File: src/rtl/apd_pkg.sv
// Package for the ADC packet deframer: frame constants, status codes and
// register map. No dependencies.
`timescale 1ns / 1ps

package apd_pkg;

  // Frame layout: byte 0 is sync, bytes 1..8 payload, byte 9 checksum
  localparam int unsigned PAYLOAD_LEN = 8;
  localparam int unsigned CHAN_COUNT  = 4;
  localparam logic [3:0]  LAST_POS    = 4'd9;
  localparam logic [3:0]  IDLE_POS    = 4'd10;

  // Register map (byte addresses 4*index)
  localparam int unsigned ADDR_W      = 3;
  localparam logic        REG_HEADER  = 1'b0;
  localparam logic [7:0]  HEADER_RESET = 8'hAA;

  typedef logic [7:0] byte_t;

  typedef enum logic [1:0] {
    STAT_OK           = 2'd0,
    STAT_BAD_HEADER   = 2'd1,
    STAT_BAD_CHECKSUM = 2'd2
  } status_t;

endpackage

File: src/rtl/adc_packet_deframer_unit.sv
// ADC packet deframer top level: frame tracking, checksum and result register.
// Depends on apd_pkg.
`timescale 1ns / 1ps
//
// Channel   Dir  Handshake              Payload
// s_axis    in   tvalid/tready          tdata[7:0] rx_byte, tuser[0] frame_start
// m_axis    out  tvalid/tready          tdata 4 x 16-bit channels, tuser status
// apb       in   psel/penable/pready    header_value at byte address 0
//
// One byte is taken per cycle while the input is ready; a result appears in the cycle after the checksum
// byte is taken and is held in a single output register until taken.
// The input is ready whenever that register is empty or is being drained.
// Reset (synchronous) idles the frame tracker and loads header_value = 0xAA.
// A stalled result blocks new bytes only while it cannot be drained.

module adc_packet_deframer_unit (
  input  logic                        clk,
  input  logic                        rst,
  input  logic                        s_axis_tvalid,
  output logic                        s_axis_tready,
  input  logic [7:0]                  s_axis_tdata,   // [7:0] rx_byte
  input  logic                        s_axis_tuser,   // [0] frame_start
  output logic                        m_axis_tvalid,
  input  logic                        m_axis_tready,
  output logic [63:0]                 m_axis_tdata,   // [15:0] ch0 .. [63:48] ch3
  output logic [1:0]                  m_axis_tuser,   // [1:0] frame_status
  input  logic                        psel,
  input  logic                        penable,
  input  logic                        pwrite,
  input  logic [apd_pkg::ADDR_W-1:0]  paddr,
  input  logic [31:0]                 pwdata,
  output logic [31:0]                 prdata,
  output logic                        pready
);
  import apd_pkg::*;

  byte_t       header_value;
  logic [3:0]  byte_position;
  byte_t       running_parity;
  logic        header_matched;
  byte_t       payload_bytes [PAYLOAD_LEN];

  logic        in_fire;
  logic        out_fire;
  logic        in_frame;
  logic        last_byte;
  status_t     status_next;
  logic [63:0] data_next;
  logic        reg_sel;

  // Config port: writes complete in the access phase
  assign pready  = 1'b1;
  assign reg_sel = (paddr[ADDR_W-1] == REG_HEADER);
  assign prdata  = reg_sel ? {24'd0, header_value} : 32'd0;

  always_ff @(posedge clk) begin
    if (rst) begin
      header_value <= HEADER_RESET;
    end else if (psel && penable && pwrite && pready && reg_sel) begin
      header_value <= pwdata[7:0];
    end
  end

  // Handshakes
  assign s_axis_tready = !m_axis_tvalid || m_axis_tready;
  assign in_fire       = s_axis_tvalid && s_axis_tready;
  assign out_fire      = m_axis_tvalid && m_axis_tready;

  assign in_frame  = (byte_position != 4'd0) && (byte_position < IDLE_POS);
  assign last_byte = !s_axis_tuser && in_frame && (byte_position == LAST_POS);

  // Decide the status and assemble the channels for the checksum byte
  always_comb begin
    if (!header_matched) begin
      status_next = STAT_BAD_HEADER;
    end else if (s_axis_tdata != running_parity) begin
      status_next = STAT_BAD_CHECKSUM;
    end else begin
      status_next = STAT_OK;
    end
    data_next = 64'd0;
    if (status_next == STAT_OK) begin
      for (int k = 0; k < CHAN_COUNT; k++) begin
        data_next[16*k +: 16] = {payload_bytes[2*k+1], payload_bytes[2*k]};
      end
    end
  end

  // Frame tracker: restart on start flag, advance within a frame
  always_ff @(posedge clk) begin
    if (rst) begin
      byte_position  <= IDLE_POS;
      running_parity <= 8'd0;
      header_matched <= 1'b0;
    end else if (in_fire) begin
      if (s_axis_tuser) begin
        byte_position  <= 4'd1;
        running_parity <= s_axis_tdata;
        header_matched <= (s_axis_tdata == header_value);
      end else if (in_frame) begin
        if (byte_position == LAST_POS) begin
          byte_position <= IDLE_POS;
        end else begin
          byte_position  <= byte_position + 4'd1;
          running_parity <= running_parity ^ s_axis_tdata;
        end
      end
    end
  end

  // Hold payload bytes 1..8 at their frame slot
  always_ff @(posedge clk) begin
    if (in_fire && !s_axis_tuser && in_frame && (byte_position != LAST_POS)) begin
      payload_bytes[3'(byte_position - 4'd1)] <= s_axis_tdata;
    end
  end

  // Result register: load on the checksum byte, drop when taken
  always_ff @(posedge clk) begin
    if (rst) begin
      m_axis_tvalid <= 1'b0;
    end else if (in_fire && last_byte) begin
      m_axis_tvalid <= 1'b1;
    end else if (out_fire) begin
      m_axis_tvalid <= 1'b0;
    end
  end

  always_ff @(posedge clk) begin
    if (in_fire && last_byte) begin
      m_axis_tdata <= data_next;
      m_axis_tuser <= status_next;
    end
  end

  // Checks
  a_pos_range: assert property (@(posedge clk) disable iff (rst)
    (byte_position >= 4'd1) && (byte_position <= IDLE_POS))
    else $error("byte position out of range");

  a_result_source: assert property (@(posedge clk) disable iff (rst)
    $rose(m_axis_tvalid) |-> $past(in_fire && last_byte))
    else $error("result without a checksum word");

  a_error_zeroes: assert property (@(posedge clk) disable iff (rst)
    m_axis_tvalid && (m_axis_tuser != STAT_OK) |-> (m_axis_tdata == 64'd0))
    else $error("channels not cleared on a bad frame");

  a_status_code: assert property (@(posedge clk) disable iff (rst)
    m_axis_tvalid |-> (m_axis_tuser != 2'd3))
    else $error("undefined status code");

endmodule
File: config.mk
export PLATFORM = sky130hd
export DESIGN_NAME = adc_packet_deframer_unit
export DESIGN_NICKNAME = d
export VERILOG_FILES = /design/src/rtl/apd_pkg.sv /design/src/rtl/adc_packet_deframer_unit.sv
export SDC_FILE = /design/constraint.sdc
export NUM_CORES = 1
export LEC_CHECK = 0
export CAP_MARGIN = 5
export CORE_UTILIZATION = 30
export DETAILED_ROUTE_END_ITERATION = 8
export DONT_BUFFER_PORTS = 1
export GPL_ROUTABILITY_DRIVEN = 0
export GPL_TIMING_DRIVEN = 0
export PLACE_DENSITY = 0.51
export SYNTH_ARGS = -nofsm -noshare
export SYNTH_HDL_FRONTEND = slang
export SYNTH_SLANG_ARGS = --single-unit
export TNS_END_PERCENT = 30
File: constraint.sdc
create_clock -name clk -period 8.67 [get_ports clk]
set_input_delay 1.3005 -clock clk [delete_from_list [all_inputs] [get_ports clk]]
set_output_delay 1.3005 -clock clk [all_outputs]
set_load 0.005 [all_outputs]
Word-level counts from Yosys, hierarchy flattened:

Memories as Yosys holds them, arrays and structs flattened. A register that Yosys moved wholly into a read port is not among the register bits.
Cells that the tools add are included.

* $lt $le $gt $ge: 1
* multiplexer cells: 13
* $mul: 0
* reductions and logical operators: 30
* equal/unequal tests: 5
* $add $sub $neg: 2
* shifts and indexed selects: 0
* divide/modulo/power cells: 0
* bitwise gates (word level): 2

Operator list (count)
* $mux W8: 4
* $logic_and A1 B1 Y1: 12
* $mux W4: 3
* $logic_not A1 Y1: 10
* $eq A8 B8 Y1: 1
* $ne A8 B8 Y1: 1
* $xor A8 B8 Y8: 1
* $add A4 B1 Y4 const B: 1
* $eq A4 B4 Y1 const B: 1
* $lt A4 B4 Y1 const B: 1
* $mux W1: 4
* $mux W2: 2
* $ne A4 B4 Y1 const B: 1
* $reduce_and A2 Y1: 2
* $reduce_bool A2 Y1: 2
* $reduce_bool A4 Y1: 1
* $reduce_and A3 Y1: 1
* $sub A3 B1 Y3 const B: 1
* $logic_not A2 Y1: 1
* $ne A2 B2 Y1 const B: 1
* $logic_or A1 B1 Y1: 1
* $not A1 Y1: 1

* register bits after elaboration: 24
* memory bits (read-only): 0
* bits in latches: 0
* bits in writable memories: 64
* memories: 1

Memory list
* payload_bytes: words 8, bits a word 8, rd ports 8, clocked after memory_dff 8, write ports 1, RTL line adc_packet_deframer_unit.sv:41 `byte_t payload_bytes [PAYLOAD_LEN];`

Longest topological paths before layout:

Gate-level depths: netlist of the first run.

* word-level depth: 8
* gate-level depth with buffers: 7
* depth with buffers taken out: 6

Worst setup path after synthesis of the first run:

No wires, ideal clock.

* path type: input-to-reg
* start: in s_axis_tuser
* end: reg m_axis_tdata[0], read port of payload_bytes, enable pin
* path slack: 5.012 ns
* buffers on the path: 0
* data arrival time: 3.226 ns
* stages: 3
* path through: nand2b_1 nor2_1 and3_1

* word-level cells in the longest chain between the ends: 4

Ends and longest elaborated chain
* start: declaration: RTL line adc_packet_deframer_unit.sv:22 `input logic s_axis_tuser,`
* $logic_not A1 Y1: RTL line adc_packet_deframer_unit.sv:70 `assign last_byte = !s_axis_tuser && in_frame && (byte_position == LAST_POS);`
* $logic_and A1 B1 Y1 (2 in a row): RTL line adc_packet_deframer_unit.sv:70
* $logic_and A1 B1 Y1: RTL line adc_packet_deframer_unit.sv:130 `if (in_fire && last_byte) begin`
* end: declaration: RTL line adc_packet_deframer_unit.sv:25 `output logic [63:0] m_axis_tdata,`

No other way between the ends.
A chain may end at the register's enable or synchronous reset.

Worst setup path after layout of the first run:

* start: in m_axis_tready
* end: out s_axis_tready

* word-level cells in the longest chain between the ends: 1

Ends and longest elaborated chain
* start: declaration: RTL line adc_packet_deframer_unit.sv:24 `input logic m_axis_tready,`
* $logic_or A1 B1 Y1: RTL line adc_packet_deframer_unit.sv:65 `assign s_axis_tready = !m_axis_tvalid || m_axis_tready;`
* end: declaration: RTL line adc_packet_deframer_unit.sv:20 `output logic s_axis_tready,`

No other way between the ends.

==> results.txt, run 1 <==
Layer with the highest usage: met2
1st-iter DRT viols: 274
P_int: 1310 µW
Synthesis-stage register bit count: 152
Initial DRT Pass Iterations: 4
Seq/Total Area, Yosys: 71.7%
Minimum clock period: 3.06 ns
N_diodes: 0
Buf/Inv on CP: 1
Post-Route Hold Slack: 0.467 ns
Crit Reg-Reg Endpoint: payload_bytes[7][5]
DRC viols: 0
Register Area: 4340 µm²
CTS Sinks: 152
Die X: 144 µm
Clk network pwr share: 47.7%
Hold Path Sink: header_matched
Post-CTS setup buffer count: 0
Post_cts resized: 0
Synthesized cell area: 6060 µm²
CP endpoint kind: output port
Async set or reset register ratio after synthesis: 0%
Hold Vio Cnt, Final: 0
Critical path peak fanout: 5
Tot Pwr: 1650 µW
Cts hold-fix bufs: 0
Final wirelength: 12.4 mm
Sequential Power Share: 48.6%
Antenna violations before repair: 0
Synth area leaders: edfxtp_1 (64%), dfxtp_1 (7.3%), and2_1 (5.4%), buf_4 (3.1%), and2_2 (1.6%)
Met1 usage in global routing: 15.2%
Slowest stage delay, CP: 0.26 ns
I/O pin total: 152
Fill count: 1931
First-pass GRT wire length: 18.5 mm
Hold Path Class: reg -> reg
Synth area leader: edfxtp_1
Critical Setup Path Class: in -> out
Hold path cells: 2
Setup TNS: 0 ns
RSZ-0062 raised after global routing: no
Worst-path clk slew: 0.06 ns
R2R depth: 6
Final core occ: 36.2%
CTS root buffer: clkbuf_16
Avg Cell Area, Syn: 14.7 µm²
Gate power share: 3.7%
Starting Density: 30.8%
Worst-Margin Slew: 1.04 ns
Max Clk Rate: 0.327 GHz
Largest net degree at the start of global routing: 67
# rows: 51
Yosys warns: 0
Vias: 3251
Startpoint Class: input port
Critical path's top delay family: simple AND/OR/NAND/NOR gates
Post-Layout Cell Count: 733
EDFF count, synth: 130
Area share of the largest cell type after synthesis: 64.5%
Post-DP HPWL: 8.25 mm
Count of different cell masters after synthesis: 46
Die area: 20800 µm²
Reg2reg setup slack: 5.81 ns
Cell depth of the worst setup path: 2
Clk Latency, worst-skew pair: 0.41 ns
Vert. Die Dim: 144 µm
Multi-input logic area: 1450 µm²
CTS tree: yes
Nets: 509
Hold_sp: header_matched
Arrival time at the worst endpoint: 1.76 ns
Crit path required time: 7.37 ns
Overall Global Routing Usage: 12.6%
Port bufs: 0
NetSw: 338 µW
Share of cells above drive strength 1: 18.4%
Post-DR vias/cell: 4.44
Ratio of final minimum period to clock period: 35.3%
Sw frac: 20.5%
CTS HTree Levels: 4
Synth Instances: 413
DR WL/cell: 17.0 µm
CP Cell Sequence: nor2b_1 > inv_1
Primary FF master, synth: edfxtp_1
Peak supply drop: 0.112 mV
Post-DRT Antenna Nets: 0
Run status: finished clean
GR Util met3: 4.47%
FF-to-FF Start: byte_position[1]
Num CTS Buffers: 17
# setup viols final: 0
Max-Slew Margin vs Limit: 30.4%
Cell Pwr Density: 232 nW/µm²
Vias in the first global route: 3114
Area grow syn2layout: 17.5%
Max-slew violations: 0
CTS max path bufs: 2
GRT met2 Usage: 20.2%
Grt ovf: 0
Leakage: 0.00265 µW
Core Box Area: 19700 µm²
Max-cap violations: 0
CP max-delay cell: nor2b_1
Fin Clk Skew: 0.00754 ns
Dpl cells: 701
area by class of cell:
cell class / instances / area share [%]
Sequential cell: 152 / 61.0
Clock inverter: 15 / 3.01
Clock buffer: 17 / 5.98
Multi-Input combinational cell: 238 / 20.4
Inverter: 5 / 0.264
Buffer: 41 / 4.68
Tap cell: 265 / 4.66
cells in the final DEF (no fill, tap or decap), drive strengths merged, types with 3 or more instances in the layout:
cell      instances
xnor2             9
nand3b            5
a21oi            15
conb             25
and2             65
nand2            22
a31oi            10
inv              11
nor2             10
nor2b             9
bufinv            4
o21ai             9
or3               3
dfxtp            22
o211ai            8
buf              35
nor3              8
nor4              4
xor2              9
clkbuf           23
clkinvlp          3
edfxtp          130
ha                3
power by group through the flow:
stage / logic (µW) / registers [µW] / clock network [µW]
after floorplan: 50.4 / 816 / 0
after global placement: 58.5 / 817 / 0
after detailed placement: 61.0 / 818 / 0
after CTS: 61.2 / 802 / 807
after global routing: 69.0 / 803 / 834
final: 61.6 / 802 / 787
registers in the layout, indices dropped and copies added (netlist names):
register / flops
byte_position: 4
header_matched: 1
header_value: 8
m_axis_tdata: 64
m_axis_tuser: 2
m_axis_tvalid: 1
payload_bytes: 64
running_parity: 8
synth_stat cells, drive strengths merged, types with 3 or more instances:
library cell  number
dfxtp             22
o211ai             8
nor2b              9
a21oi             15
nor2              10
xor2               9
a31oi             10
nor4               4
xnor2              9
edfxtp           130
nor3               8
o21ai              9
clkbuf             6
buf               35
and2              65
nand3b             5
or3                3
ha                 3
inv                5
nand2             22
layer usage:
layer | wire length [µm] | vias up
li1 | - | 1524
met1 | 5420 | 1563
met2 | 5950 | 144
met3 | 825 | 20
met4 | 234 | 0
met5 | 0 | -
kinds of logic (layout without fill, tap and decap cells):
family | after synthesis | count (layout) | synth area share [%]
AOI/OAI and AO/OA | 53 | 53 | 5.58
other | 2 | 25 | 0.124
buffers and inverters | 46 | 78 | 5.81
DFF | 152 | 152 | 71.7
and+or+nand+nor | 139 | 139 | 13.5
adders and majority gates | 3 | 3 | 0.620
xor gates and xnor gates | 18 | 18 | 2.60
worst max-delay path by stage:
stage	from	end	slack (ns)
after floorplan	s_axis_tuser	m_axis_tdata[0]	5.01
after global placement	s_axis_tuser	m_axis_tdata[61]	4.37
after detailed placement	s_axis_tuser	payload_bytes[7][6]	5.36
after CTS	m_axis_tready	s_axis_tready	5.60
after global routing	m_axis_tready	s_axis_tready	5.49
final	m_axis_tready	s_axis_tready	5.61
metrics by stage:
step	worst slack [ns]	cell area [µm²]
detailed placement	5.36	6480
floorplan	5.01	6140
CTS	5.60	7120
global route	5.49	7120
finish	5.61	7120
global placement	4.37	6470
(Power assumes the default switching activity.)
==> run 2: changes to the inputs <==
--- a/config.mk
+++ b/config.mk
@@ -11,7 +11,7 @@
 export DONT_BUFFER_PORTS = 1
 export GPL_ROUTABILITY_DRIVEN = 0
 export GPL_TIMING_DRIVEN = 0
-export PLACE_DENSITY = 0.51
+export PLACE_DENSITY = 0.52
 export SYNTH_ARGS = -nofsm -noshare
 export SYNTH_HDL_FRONTEND = slang
 export SYNTH_SLANG_ARGS = --single-unit
==> constraint.sdc (replaced) <==
create_clock -name clk -period 2.5 [get_ports clk]
set_input_delay 0.375 -clock clk [delete_from_list [all_inputs] [get_ports clk]]
set_output_delay 0.375 -clock clk [all_outputs]
set_load 0.005 [all_outputs]
==> results.txt, run 2 (synthesized netlist as in run 1, its figures left out) <==
Run status: finished clean
Commonest non-fill, non-tap cell in the layout: edfxtp_1
Critical path peak fanout: 40 (+35)
Vias in the first global route: 3075 (-1.3%)
Ratio of final minimum period to clock period: 93.5%
Leakage: 0.00266 µW (+0.33%)
CTS HTree Levels: 4 (unchanged)
CTS root buffer: clkbuf_16
Worst-Margin Slew: 0.732 ns (-0.309 ns)
Post-Layout Inst Area: 7200 µm² (+1.1%)
N_diodes: 0 (unchanged)
Post-Route Hold Slack: 0.0452 ns (-0.422 ns)
Fin Clk Skew: 0.00920 ns (+0.00166 ns)
Clk Latency, worst-skew pair: 0.42 ns (about the same)
Post-DP HPWL: 8.30 mm (+0.61%)
Commonest cells after routing, fill and taps aside: edfxtp_1 (130), and2_1 (52), buf_4 (25), conb_1 (25)
Starting Density: 30.8% (unchanged)
Final wirelength: 12.5 mm (+0.91%)
Hold path cells: 0 (-2)
Cts hold-fix bufs: 0 (unchanged)
Antenna violations before repair: 0 (unchanged)
Post-DR vias/cell: 4.42 (-0.29%)
Clk network pwr share: 47.2% (-0.5 points)
Vias: 3246 (-0.15%)
Largest net degree at the start of global routing: 41 (-39%)
CTS max path bufs: 2 (unchanged)
Core Box Area: 19700 µm² (unchanged)
Startpoint Class: flip-flop
Area grow syn2layout: 18.9%
Post-DP Area: 6490 µm² (+0.25%)
Pre-CTS WS: -0.250 ns (-5.61 ns)
Hold Vio Cnt, Final: 0 (unchanged)
DR WL/cell: 17.1 µm (+0.77%)
Gate power share: 4.1% (+0.4 points)
Nets: 510 (+0.20%)
Max Clk Rate: 0.428 GHz
Hold Path Class: in -> reg
Sequential Power Share: 48.8% (+0.2 points)
Leading registers by flop count: m_axis_tdata x64, payload_bytes x64
Initial DRT Pass Iterations: 4 (unchanged)
DRC viols: 0 (unchanged)
CTS tree: yes
Critical Setup Path Class: reg -> reg
Cell Pwr Density: 792 nW/µm² (+240%)
First-pass GRT wire length: 18.3 mm (-1.3%)
# setup viols final: 0 (unchanged)
Minimum clock period: 2.34 ns
Num CTS Buffers: 17 (unchanged)
Share of cells above drive strength 1: 20.7% (+2.3 points)
Max-cap violations: 0 (unchanged)
R2R depth: 5 (-1)
Die X: 144 µm (unchanged)
RSZ-0062 raised after global routing: yes
Max-Slew Margin vs Limit: 51.0% (+21 points)
Worst-path clk slew: 0.06 ns (about the same)
Sw frac: 20.5% (+0.047 points)
Die area: 20800 µm² (unchanged)
P_int: 4530 µW (+250%)
Overall Global Routing Usage: 12.6% (-0.029 points)
PnR worst setup slack: 0.161 ns (-5.45 ns)
Tot Pwr: 5700 µW (+250%)
Arrival time at the worst endpoint: 2.45 ns (+0.69 ns)
Grt ovf: 0 (unchanged)
1st-iter DRT viols: 215 (-22%)
Post-DRT Antenna Nets: 0 (unchanged)
CP endpoint kind: flip-flop
I/O pin total: 152 (unchanged)
Max-slew violations: 0 (unchanged)
Peak supply drop: 0.449 mV (+300%)
NetSw: 1170 µW (+250%)
Crit path required time: 2.61 ns (-4.76 ns)
CTS Sinks: 152 (unchanged)
Vert. Die Dim: 144 µm (unchanged)
# rows: 51 (unchanged)
Final core occ: 36.6% (+0.41 points)
Port bufs: 0 (unchanged)
-- run 2: cell types whose count changed in the layout (fill, tap and decap cells not counted), moves of 2 or more --
cell,previous run,this run
clkinv_2,1,4
inv_6,4,1
nor2_1,9,1
nor2_4,0,9
nor4_1,4,2
nor4_2,0,2
-- run 2: layout make-up --
class | instances | area, µm²
multi-input combinational | 238 | 1530
timing repair buffer | 1 | 20.0
tap | 265 | 332
inverter | 5 | 18.8
clock buffer | 17 | 425
clock inverter | 15 | 200
sequential | 152 | 4340
buffer | 41 | 333
fill | 1884 | 12500
-- run 2: worst paths after layout --
| check | from | to | slack (ns) |
|---|---|---|---|
| worst max-delay path | byte_position[1] | m_axis_tdata[59] | 0.16 |
| worst min register to register | header_matched | header_matched | 0.48 |
| worst max register to register | byte_position[1] | m_axis_tdata[59] | 0.16 |
| worst min-delay path | s_axis_tdata[3] | payload_bytes[2][3] | 0.05 |
-- run 2: power by group through the flow --
stage / clock (µW) / combinational [µW] / sequential [µW]
floorplan: 0 / 175 / 2830
global placement: 0 / 203 / 2830
detailed placement: 0 / 212 / 2840
CTS: 2740 / 217 / 2780
global route: 2830 / 255 / 2780
finish: 2690 / 232 / 2780
-- run 2: through the flow --
step                setup TNS, ns  cells
floorplan                       0    436
global placement            -7.74    701
detailed placement          -8.64    702
CTS                         -4.97    734
global route              -0.0322    734
finish                          0    734
-- run 2: critical path, cell delays in order, from the launching register on --
cell	delay, ns
dfxtp_1	0.38
inv_1	0.14
ha_1	0.24
and3b_1	0.26
and3_2	0.66
buf_12	0.31
-- run 2: per-layer routing --
layer	GRT usage, %	up-vias	wire [µm]
met1	14.8	1535	5200
met4	7.56	0	465
li1	-	1530	-
met2	20.2	154	6000
met3	4.04	27	885
met5	0	-	0
-- run 2: what timing repair did --
| item | CTS | global route |
|---|---|---|
| cloned | 0 | 0 |
| gates resized for setup | 5 | 14 |
| buffers inserted | 0 | 0 |
| endpoints found under the setup margin | 64 | 64 |
==> run 3: changes to the inputs <==
--- a/config.mk
+++ b/config.mk
@@ -11,7 +11,6 @@
 export DONT_BUFFER_PORTS = 1
 export GPL_ROUTABILITY_DRIVEN = 0
 export GPL_TIMING_DRIVEN = 0
-export PLACE_DENSITY = 0.52
 export SYNTH_ARGS = -nofsm -noshare
 export SYNTH_HDL_FRONTEND = slang
 export SYNTH_SLANG_ARGS = --single-unit
==> results.txt, run 3 (synthesized netlist as in run 1, its figures left out) <==
Vias: 3162 (-2.6%)
Slowest stage delay, CP: 0.47 ns (-0.19 ns)
DRC viols: 0 (unchanged)
DR WL/cell: 15.2 µm (-11%)
Post-Layout Inst Area: 7120 µm² (-1.1%)
Commonest cells after routing, fill and taps aside: edfxtp_1 (130), and2_1 (52), buf_4 (25), conb_1 (25)
Largest net degree at the start of global routing: 40 (-2.4%)
Share of cells above drive strength 1: 20.0% (-0.64 points)
Post-DR vias/cell: 4.31 (-2.6%)
Leakage: 0.00264 µW (-0.71%)
Antenna violations before repair: 0 (unchanged)
CP Cell Sequence: inv_1 > ha_1 > and3b_1 > nor4_1 > nand3_1 > nor2_2
Worst-Margin Slew: 0.700 ns (-0.0317 ns)
CP endpoint kind: flip-flop
Leading registers by flop count: m_axis_tdata x64, payload_bytes x64
Max-slew violations: 0 (unchanged)
Clk Latency, worst-skew pair: 0.41 ns (about the same)
N_diodes: 0 (unchanged)
Starting Density: 30.8% (unchanged)
Arrival time at the worst endpoint: 2.44 ns (about the same)
Run status: finished clean
Minimum clock period: 2.40 ns (+0.0617 ns)
Core Box Area: 19700 µm² (unchanged)
Ratio of final minimum period to clock period: 96.0% (+2.5 points)
Post-DP Area: 6490 µm² (unchanged)
Hold Vio Cnt, Final: 0 (unchanged)
Initial DRT Pass Iterations: 4 (unchanged)
RSZ-0062 raised after global routing: yes
Vias in the first global route: 2979 (-3.1%)
Num CTS Buffers: 17 (unchanged)
# rows: 51 (unchanged)
Final core occ: 36.2% (-0.39 points)
Worst-path clk slew: 0.07 ns (about the same)
Crit path required time: 2.54 ns (-0.07 ns)
Fin Clk Skew: 0.0107 ns (+0.00151 ns)
Setup TNS: 0 ns (unchanged)
Grt ovf: 0 (unchanged)
Peak supply drop: 0.477 mV (+6.3%)
Critical Setup Path Class: reg -> reg
Critical path peak fanout: 8 (-80%)
CTS tree: yes
1st-iter DRT viols: 163 (-24%)
CTS root buffer: clkbuf_16
CTS Sinks: 152 (unchanged)
First-pass GRT wire length: 16.4 mm (-10%)
CP max-delay cell: dfxtp_1
Post-DP HPWL: 7.57 mm (-8.8%)
Vert. Die Dim: 144 µm (unchanged)
Cell Pwr Density: 774 nW/µm² (-2.3%)
Die area: 20800 µm² (unchanged)
Cts hold-fix bufs: 0 (unchanged)
Post-DRT Antenna Nets: 0 (unchanged)
Die X: 144 µm (unchanged)
Commonest non-fill, non-tap cell in the layout: edfxtp_1
Area grow syn2layout: 17.6%
Max-cap violations: 0 (unchanged)
Nets: 510 (unchanged)
Startpoint Class: flip-flop
Port bufs: 0 (unchanged)
Final wirelength: 11.2 mm (-11%)
# setup viols final: 0 (unchanged)
Max Clk Rate: 0.417 GHz (-2.6%)
Max-Slew Margin vs Limit: 53.3% (+2.3 points)
Overall Global Routing Usage: 11.0% (-1.6 points)
CTS HTree Levels: 4 (unchanged)
I/O pin total: 152 (unchanged)
Hold Path Class: in -> reg
PnR worst setup slack: 0.0996 ns (-0.0617 ns)
Pre-CTS WS: -0.103 ns (+0.147 ns)
CTS max path bufs: 2 (unchanged)
## run 3: cell types whose count changed in the layout (fill, tap and decap cells not counted), sizes merged
cell	before	now
bufinv	4	2
clkinv	6	3
inv	7	12
clkinvlp	3	2
clkbuf	23	24
## run 3: area by class of cell
class,count,area [µm²]
inverter,5,18.8
clock buffer,18,429
fill,1892,12500
tap,265,332
multi-input combinational,238,1480
timing repair buffer,1,20.0
buffer,41,333
sequential,152,4340
clock inverter,14,161
## run 3: stage by stage
stage | power [µW] | hold WS [ns] | std cells
floorplan | 3000 | 0.445 | 436
global placement | 3030 | 0.464 | 701
detailed placement | 3040 | 0.468 | 702
CTS | 5550 | 0.0398 | 734
global route | 5680 | 0.0296 | 734
finish | 5510 | 0.0567 | 734
## run 3: power by group
part           switching, µW  internal, µW  leakage (µW)
registers               19.5          2760       0.00152
clock network           1020          1500      0.000286
logic                    122          94.6      0.000838
total                   1160          4350       0.00264
## run 3: critical path: cells and delay by family (launching register included)
family / cells / cell delay (ns)
fa+ha+maj: 1 / 0.25
buf+inv: 1 / 0.13
flops: 1 / 0.47
simple gates: 4 / 1.18
## run 3: worst paths after layout
check,cells after the start,start,endpoint,slack [ns]
min reg2reg,2,header_matched,header_matched,0.48
max,6,byte_position[1],payload_bytes[1][7],0.1
min,0,s_axis_tdata[3],payload_bytes[6][3],0.06
max reg2reg,6,byte_position[1],payload_bytes[1][7],0.1
## run 3: metal layers
layer  vias up  part of all wire [%]  track usage (%)
li1       1530                     -                -
met1      1475                    41             12.0
met2       141                    49             18.7
met3        16                   7.9             4.37
met4         0                   2.0             4.82
met5         -                     0                0
## run 3: what timing repair did
item                                    CTS  global route
gates resized for setup                   5             6
buffers inserted                          0             0
pin swaps                                 0             0
endpoints found under the setup margin   55            64
